File: src/fmbq_pkg.sv
// shared types and constants for the front/middle/back queue
package fmbq_pkg;

   localparam int DATA_W = 32;

   localparam logic [DATA_W-1:0] EMPTY_VALUE = '1;

   typedef enum logic [2:0] {
      ACT_PUSH_FRONT  = 3'd0,
      ACT_PUSH_MIDDLE = 3'd1,
      ACT_PUSH_BACK   = 3'd2,
      ACT_POP_FRONT   = 3'd3,
      ACT_POP_MIDDLE  = 3'd4,
      ACT_POP_BACK    = 3'd5
   } action_type;

   typedef logic signed [DATA_W-1:0] data_type;

endpackage

File: src/front_middle_back_queue_core.sv
// top level of the front/middle/back queue: shifting cell store and result register
//
// usage:
//   req channel carries one operation per word: the action code on req_tuser and
//   the value to insert on req_tdata. push front, middle or back inserts at
//   position 0, count/2 or count; pop front, middle or back removes position 0,
//   (count-1)/2 or count-1. entries behind the point shift by one cell.
//   rsp channel returns exactly one word per request: the popped value on
//   rsp_tdata (-1 for a pop on an empty queue, 0 for pushes) and the empty and
//   full flags on rsp_tuser. a push into a full queue is dropped; codes 6 and 7
//   change nothing and return all zeros.
//   the response is registered and shows the cycle after the request. throughput is one word per
//   cycle, set by the single pass of the cell shift network and the output
//   register; a new request is taken while the held response is taken.
//   when rsp_tready is low with a response held, req_tready drops until the
//   response leaves.
//   reset clears the fill count and the response valid; cell contents are left
//   as they are and only positions below the count are ever read.
module front_middle_back_queue_core #(
   parameter int CAPACITY = 16
) (
   input  logic        clock,
   input  logic        reset,
   input  logic        req_tvalid,
   output logic        req_tready,
   input  logic [31:0] req_tdata,   // push_value[31:0]
   input  logic [2:0]  req_tuser,   // action[2:0]
   output logic        rsp_tvalid,
   input  logic        rsp_tready,
   output logic [31:0] rsp_tdata,   // popped_value[31:0]
   output logic [1:0]  rsp_tuser    // was_empty[0], was_full[1]
);
   import fmbq_pkg::*;

   localparam int CNT_W = $clog2(CAPACITY + 1);
   localparam int IDX_W = (CAPACITY > 1) ? $clog2(CAPACITY) : 1;

   logic [DATA_W-1:0] cell_ff [CAPACITY];
   logic [DATA_W-1:0] cell_in [CAPACITY];
   logic [CNT_W-1:0]  count_ff, count_in;
   logic              rsp_valid_ff, rsp_valid_in;
   logic [DATA_W-1:0] rsp_data_ff, rsp_data_in;
   logic              rsp_empty_ff, rsp_empty_in;
   logic              rsp_full_ff, rsp_full_in;

   action_type        act;
   logic              accept;
   logic              is_push, is_pop, is_full, is_empty;
   logic              push_ok, pop_ok;
   logic [CNT_W-1:0]  pos;
   logic [IDX_W-1:0]  pos_idx;

   assign act      = action_type'(req_tuser);
   assign req_tready = !rsp_valid_ff || rsp_tready;
   assign accept   = req_tvalid && req_tready;
   assign is_full  = (count_ff == CNT_W'(CAPACITY));
   assign is_empty = (count_ff == '0);

   always_comb begin
      is_push = 1'b0;
      is_pop  = 1'b0;
      pos     = '0;
      unique case (act)
         ACT_PUSH_FRONT: begin
            is_push = 1'b1;
         end
         ACT_PUSH_MIDDLE: begin
            is_push = 1'b1;
            pos     = count_ff >> 1;
         end
         ACT_PUSH_BACK: begin
            is_push = 1'b1;
            pos     = count_ff;
         end
         ACT_POP_FRONT: begin
            is_pop = 1'b1;
         end
         ACT_POP_MIDDLE: begin
            is_pop = 1'b1;
            pos    = (count_ff - 1'b1) >> 1;
         end
         ACT_POP_BACK: begin
            is_pop = 1'b1;
            pos    = count_ff - 1'b1;
         end
         default: begin
            is_push = 1'b0;
         end
      endcase
   end

   assign push_ok = is_push && !is_full;
   assign pop_ok  = is_pop && !is_empty;
   assign pos_idx = pos[IDX_W-1:0];

   for (genvar i = 0; i < CAPACITY; i++) begin : g_cell
      logic [DATA_W-1:0] prev_w, next_w;
      if (i == 0) begin : g_first
         assign prev_w = cell_ff[i];
      end else begin : g_prev
         assign prev_w = cell_ff[i-1];
      end
      if (i == CAPACITY - 1) begin : g_last
         assign next_w = cell_ff[i];
      end else begin : g_next
         assign next_w = cell_ff[i+1];
      end

      always_comb begin
         cell_in[i] = cell_ff[i];
         if (push_ok) begin
            if (CNT_W'(i) == pos) begin
               cell_in[i] = req_tdata;
            end else if (CNT_W'(i) > pos) begin
               cell_in[i] = prev_w;
            end
         end else if (pop_ok) begin
            if (CNT_W'(i) >= pos) begin
               cell_in[i] = next_w;
            end
         end
      end
   end

   always_comb begin
      count_in     = count_ff;
      rsp_valid_in = rsp_valid_ff && !rsp_tready;
      rsp_data_in  = rsp_data_ff;
      rsp_empty_in = rsp_empty_ff;
      rsp_full_in  = rsp_full_ff;
      if (accept) begin
         rsp_valid_in = 1'b1;
         rsp_data_in  = '0;
         rsp_empty_in = is_pop && is_empty;
         rsp_full_in  = is_push && is_full;
         if (push_ok) begin
            count_in = count_ff + 1'b1;
         end else if (pop_ok) begin
            count_in    = count_ff - 1'b1;
            rsp_data_in = cell_ff[pos_idx];
         end else if (is_pop) begin
            rsp_data_in = EMPTY_VALUE;
         end
      end
   end

   always_ff @(posedge clock) begin
      if (reset) begin
         count_ff     <= '0;
         rsp_valid_ff <= 1'b0;
      end else begin
         count_ff     <= count_in;
         rsp_valid_ff <= rsp_valid_in;
      end
   end

   always_ff @(posedge clock) begin
      rsp_data_ff  <= rsp_data_in;
      rsp_empty_ff <= rsp_empty_in;
      rsp_full_ff  <= rsp_full_in;
      if (accept) begin
         for (int i = 0; i < CAPACITY; i++) begin
            cell_ff[i] <= cell_in[i];
         end
      end
   end

   assign rsp_tvalid = rsp_valid_ff;
   assign rsp_tdata  = rsp_data_ff;
   assign rsp_tuser  = {rsp_full_ff, rsp_empty_ff};

`ifndef ASSERT_OFF
   a_count_bound: assert property (@(posedge clock) disable iff (reset)
      count_ff <= CNT_W'(CAPACITY))
      else $error("fill count above capacity");

   a_push_grows: assert property (@(posedge clock) disable iff (reset)
      accept && push_ok |=> count_ff == $past(count_ff) + 1'b1)
      else $error("accepted push did not grow the queue");

   a_pop_shrinks: assert property (@(posedge clock) disable iff (reset)
      accept && pop_ok |=> count_ff == $past(count_ff) - 1'b1)
      else $error("accepted pop did not shrink the queue");

   a_flags_exclusive: assert property (@(posedge clock) disable iff (reset)
      rsp_valid_ff |-> !(rsp_empty_ff && rsp_full_ff))
      else $error("empty and full flags raised together");

   a_empty_pop: assert property (@(posedge clock) disable iff (reset)
      accept && is_pop && is_empty |=> rsp_valid_ff && rsp_empty_ff
         && rsp_data_ff == EMPTY_VALUE)
      else $error("pop on empty queue gave wrong response");
`endif

endmodule
File: config.mk
export PLATFORM = sky130hd
export DESIGN_NAME = front_middle_back_queue_core
export DESIGN_NICKNAME = d
export VERILOG_FILES = /design/src/fmbq_pkg.sv /design/src/front_middle_back_queue_core.sv
export SDC_FILE = /design/constraint.sdc
export NUM_CORES = 2
export LEC_CHECK = 0
export BUFFER_PORTS_ARGS = -buffer_cell sky130_fd_sc_hd__buf_2
export CELL_PAD_IN_SITES_DETAIL_PLACEMENT = 1
export CELL_PAD_IN_SITES_GLOBAL_PLACEMENT = 1
export CORE_ASPECT_RATIO = 0.8
export CORE_MARGIN = 5
export CORE_UTILIZATION = 53
export CTS_CLUSTER_SIZE = 8
export DETAILED_ROUTE_END_ITERATION = 6
export GPL_TIMING_DRIVEN = 0
export PLACE_DENSITY = 0.89
export SLEW_MARGIN = 20
export SYNTH_ARGS = -nofsm -noshare
export SYNTH_HDL_FRONTEND = slang
export SYNTH_SLANG_ARGS = --single-unit
File: constraint.sdc
create_clock -name clock -period 12.43 [get_ports clock]
set_input_delay 0 -clock clock [delete_from_list [all_inputs] [get_ports clock]]
set_output_delay 0 -clock clock [all_outputs]
set_load 0.05 [all_outputs]
=== After elaboration in Yosys (flattened, before gate mapping) ===
Memory sizes are Yosys's and may differ from the RTL's.
Cells that the tools add are included.

* Flip-flop bits (word level): 40
* RAM bits: 512
* Memories: 1
* Latch bits: 0
* Word-level logic and storage cells: 164
* ROM bits: 0

* Bitwise operators: 0
* Div/mod/pow operators: 0
* Add/subtract/negate cells: 2
* Eq/ne operators: 21
* Shift-type cells: 0
* Order comparisons: 30
* Reduce and logical (&&, ||, !) cells: 18
* Multipliers: 0
* Multiplexer cells: 87

{| class="wikitable"
|+ Memory list
! name !! depth !! bits a word !! rd ports !! clocked after Yosys merged registers in !! write ports !! line !! RTL
|-
| cell_ff || 16 || 32 || 17 || 0 || 16 || front_middle_back_queue_core.sv:38 || <nowiki>logic [DATA_W-1:0] cell_ff [CAPACITY];</nowiki>
|}

{| class="wikitable"
|+ Operators by type and width
! operator !! number
|-
| $mux 32 || 79
|-
| $eq 4x5->1 const A || 8
|-
| $gt 4x5->1 const A || 8
|-
| $ge 4x5->1 const A || 7
|-
| $eq 3x5->1 const A || 4
|-
| $ge 3x5->1 const A || 4
|-
| $gt 3x5->1 const A || 4
|-
| $pmux 5 s4 || 1
|-
| $eq 2x5->1 const A || 2
|-
| $ge 1x5->1 const A || 2
|-
| $ge 2x5->1 const A || 2
|-
| $gt 2x5->1 const A || 2
|-
| $logic_not 5->1 || 2
|-
| $mux 5 || 2
|-
| $eq 3x2->1 const B || 2
|-
| $eq 3x3->1 const B || 2
|-
| $logic_and 1x1->1 || 6
|-
| $reduce_or 3->1 || 2
|-
| $add 5x1->5 const B || 1
|-
| $eq 1x5->1 const A || 1
|-
| $eq 5x5->1 const B || 1
|-
| $gt 1x5->1 const A || 1
|-
| $mux 1 || 5
|-
| $sub 5x1->5 const B || 1
|-
| 6 further kinds || 9
|}

=== Depth between registers and ports, before layout ===
* Word-level depth: 6
* Gate-level depth with buffers: 12

=== Least setup slack after synthesis ===
Ideal clock, no wire load.

* Path type: reg-to-reg
* From: register count_ff[0] (netlist name)
* To: memory cell_ff[4][0] (enable)
* Period minus slack after synthesis: 5.122 ns
* Data required time: 12.038 ns
* Library setup time: 0.392 ns
* Stages on the path, launching flop included: 11
* Path buffers: 1
* Arrival: 4.730 ns
* Slack: 7.308 ns
* Cells stage by stage: dfxtp_1 inv_1 ha_1 or3b_1 buf_2 xnor2_1 o211ai_2 nand2_1 or2_2 a21oi_1 and2_1

{| class="wikitable"
|+ RTL lines
! item !! line
|-
| end, declared || front_middle_back_queue_core.sv:38
|}

=== Final worst setup path ===
* From: register count_ff[0]
* To: register rsp_data_ff[0], in the netlist rsp_tdata[0], data pin

* Cells in the longest elaborated chain, start to end: 4
* Elaborated cells on any way between the ends: 10

{| class="wikitable"
|+ RTL lines
! item !! line !! RTL
|-
| start, declared || front_middle_back_queue_core.sv:40 || <nowiki>logic [CNT_W-1:0] count_ff, count_in;</nowiki>
|-
| start signal, assigned || front_middle_back_queue_core.sv:152 || <nowiki>count_ff <= count_in;</nowiki>
|-
| $sub 5x1->5 or $logic_not 5->1 (tied branches) || front_middle_back_queue_core.sv:80, front_middle_back_queue_core.sv:84, front_middle_back_queue_core.sv:57 ||
|-
| $pmux 5 s4 or $logic_not 1->1 (tied branches) || front_middle_back_queue_core.sv:63, front_middle_back_queue_core.sv:93 ||
|-
| $mem_v2 16x32 or $logic_and 1x1->1 (tied branches) || -- ||
|-
| $mux 32 || front_middle_back_queue_core.sv:138 || <nowiki>end else if (pop_ok) begin</nowiki>
|-
| end signal, assigned || front_middle_back_queue_core.sv:158 || <nowiki>rsp_data_ff <= rsp_data_in;</nowiki>
|-
| end, declared || front_middle_back_queue_core.sv:42 || <nowiki>logic [DATA_W-1:0] rsp_data_ff, rsp_data_in;</nowiki>
|}

Several ways; a longest one is shown, not always the timed one.
A chain may end at the register's enable or synchronous reset.

==> reports/qor.log <==
INFO  run_status     run_status=completed
INFO  die            fp-row-count=80
INFO  placed_design  placement.cell_area=33,600squm
INFO  logic_synthesis ys_async_sr_fraction=0
INFO  logic_synthesis synth_seq_cells=552
INFO  sta            timing.clock.skew=0.0257ns
INFO  drt            drt_wl_total=153,000um
INFO  cts            clock_sinks=552
INFO  cts            clk_latency=0.66ns
INFO  global_route   grt_start_max_net_pins=35
INFO  sta            timing_max_transition_violations_final=0
INFO  power_and_ir_drop power.density=185nW/um^2
INFO  placed_design  buffer_ports.inserted=42
INFO  setup_path     cp_max_fo=10
INFO  logic_synthesis synth_edf_count=546
INFO  hold_path      min_path_type=in2reg
INFO  drt            met3RoutedLength=21,300um
INFO  global_route   wire_length_of_the_first_global_routing_pass=221,000um
INFO  final_layout   final_common_cell=nand2_1
INFO  global_route   grt-ovfl-total=0
INFO  global_route   initial_antenna_violation_count=9
INFO  drt            via_density_per_instance=7.31
INFO  power_and_ir_drop leakage_component_of_the_power=13.6nW
INFO  run            maxCapViolCount=0
INFO  sta            report.final.hold_viol_count=0
INFO  cts            cts_tree=built
INFO  cts            cts_max_path_buffers=3
INFO  drt            drt.antenna.violating_nets=0
INFO  sta            worstMarginPinSlew=1.30ns
INFO  cts            cts_max_level=3
INFO  logic_synthesis syn_nets=3,710
INFO  setup_path     cpMaxStageDelayCell=clkbuf_1
INFO  setup_path     cp.required=12.77ns
INFO  drt            dr_total_vias=34,100
INFO  placed_design  dp_hpwl=112,000um
INFO  die            boundaryPins=75
INFO  final_layout   syn2layout_area_growth=13.5%
INFO  sta            rsz0062_at_grt=no
INFO  logic_synthesis synth_sequential_area_ratio=0.519
INFO  power_and_ir_drop max-vdd-ir-drop=0.158mV
INFO  logic_synthesis yosysWarningCount=0
INFO  setup_path     worstSetupStartpoint=count_ff[0]$_SDFFE_PP0P_
INFO  global_route   grt_use_total=0.450
INFO  sta            max-slew-margin-rel=0.130
INFO  setup_path     startpoint_type=flop
INFO  drt            drt_pass1_iterations=6
INFO  setup_path     regToRegStartpoint=count_ff[0]$_SDFFE_PP0P_
INFO  placed_design  gp_routability_congestion=1.02
INFO  drt            met2_wirelength=64,800um
INFO  cts            cts_inserted_buffers=79
INFO  drt            wirelength_met1=55,900um
INFO  logic_synthesis synthesis.instances=3,669
INFO  logic_synthesis synth_top_area_share=0.515
INFO  final_layout   mostFrequentLayoutCells=nand2_1 (996), edfxtp_1 (546), nor2_1 (472)
INFO  die            chipHeight=229um
INFO  drt            detailedRoute.firstIterationViolations=5,699
INFO  sta            totalNegativeSetupSlack=0ns
INFO  logic_synthesis synth_top_flop_cell=edfxtp_1
INFO  cts            resized_cells_post_cts=0
INFO  die            core_region_area=59,600squm
INFO  die            die_width=284um
INFO  die            initial_core_util=0.535
INFO  drt            drc=0
INFO  cts            clk_pin_slew=0.06ns
INFO  setup_path     max_stage_delay_on_crit_path=0.94ns
INFO  logic_synthesis avgSynthCellArea=8.68squm
INFO  drt            routed_wire_length_per_instance=32.9um
INFO  final_layout   drive_above_1_share=0.0887
INFO  setup_path     worstPathCellList=inv_1 > ha_1 > nor4b_1 > a21oi_2 > nand2_1 > clkbuf_1 > clkbuf_1 > nand2_1 > a31oi_1 > o221ai_1 > o21ai_0
INFO  logic_synthesis yosysTopAreaCell=edfxtp_1
INFO  global_route   first_global_vias=34,000
INFO  logic_synthesis yosysUniqueCellTypes=62
INFO  sta            timing.final.setup_violations=0
INFO  die            die_area=65,100squm
INFO  logic_synthesis post_synthesis_instance_area=31,800squm
INFO  cts            clock-root-buffer=clkbuf_16
INFO  setup_path     timing.setup.critical_path_class=reg2reg
INFO  sta            highest_clock_rate=188MHz
INFO  final_layout   finalNetCount=3,887
INFO  setup_path     arrival=5.66ns
INFO  sta            finalCritPeriodShare=0.428
INFO  logic_synthesis netlist_top_cells_area=edfxtp_1 (51%), nand2_1 (12%), a21oi_1 (7.4%)
INFO  sta            finalCriticalPeriod=5.32ns
INFO  final_layout   postLayoutCellArea=36,200squm
INFO  hold_path      hold_path_startpoint=req_tdata[4]
INFO  setup_path     crit_path_end_kind=flop
INFO  drt            routed.top_layer=met5
path summary, 6_finish.rpt:
path | end | slack (ns) | depth (start not counted)
max | rsp_tdata[0]$_SDFFCE_PP0P_ | 7.11 | 11
max reg2reg | rsp_tdata[0]$_SDFFCE_PP0P_ | 7.11 | 11
min reg2reg | cell_ff[14][0]$_DFFE_PP_ | 0.61 | 2
min | cell_ff[14][4]$_DFFE_PP_ | 0.002 | 3
layer usage:
| layer | vias up | track usage |
|---|---|---|
| met5 | - | 0 |
| met4 | 6 | 0.254 |
| met3 | 724 | 0.130 |
| met2 | 3147 | 0.672 |
| met1 | 16700 | 0.592 |
| li1 | 13500 | - |
per-stage QoR:
stage               utilization  hold WS [ns]  cells  setup slack, ns  power, mW
finish                    0.607       0.00243   4657             7.11       6.68
CTS                       0.607       0.00689   4648             7.53       6.51
global route              0.607        0.0248   4649             7.22       6.79
global placement          0.555         0.252   4490             5.41       4.36
detailed placement        0.565         0.290   4512             7.56       4.49
floorplan                     -        0.0691   3669             7.31       3.68
power breakdown:
part           internal (mW)  switching [mW]  total [mW]
combinational          0.539            1.42        1.96
clock                   1.17           0.901        2.07
sequential              2.42           0.224        2.65
total                   4.14            2.55        6.68
synthesized netlist by cell type, drive strengths merged, types with 5 or more instances:
cell,count
o21ai,38
nand2,997
a22oi,30
nor2,487
a221oi,30
a31oi,322
inv,10
and3,96
o221ai,31
buf,146
mux2,32
o2bb2ai,29
dfxtp,6
mux2i,6
clkbuf,229
edfxtp,546
nor2b,6
a21oi,471
a211oi,98
o211ai,5
cells by family after synthesis:
kind of cell,Yosys count,synth area share
flip-flops,552,0.519
AND/OR/NAND/NOR,1613,0.203
multiplexers,38,0.0167
XOR/XNOR,5,0.00137
AO/OA/AOI/OAI,1074,0.206
buffers and inverters,385,0.0532
adder cells (fa/ha/maj),2,0.000786
critical path, delay by kind of cell (launching register included):
| family | cells | cell delay [ns] |
|---|---|---|
| adder cells (fa/ha/maj) | 1 | 0.36 |
| buffers and inverters | 3 | 1.87 |
| AND/OR/NAND/NOR | 3 | 0.92 |
| flip-flops | 1 | 0.49 |
| AO/OA/AOI/OAI | 4 | 1.33 |
sequential cells by signal (all words and copies together), names as in the netlist:
signal        flops
rsp_tvalid        1
cell_ff         512
rsp_empty_ff      1
count_ff          5
rsp_tdata        32
rsp_full_ff       1
final cells by class:
type                            count  area, sq um
Fill cell                        7001        23400
Sequential cell                   552        16500
Multi-Input combinational cell   2732        13800
Clock buffer                       98         2090
Buffer                            375         1660
Timing Repair Buffer               96          990
Tap cell                          779          975
Clock inverter                      6         86.3
Inverter                           10         37.5
Antenna cell                        9         22.5
what timing repair did:
action / 4_1_cts / 5_1_grt
buffers inserted: 0 / 0
hold buffers: 32 / 0
endpoints found under the hold margin: 159 / 0
No activity file was read; power rests on OpenSTA's default activity.
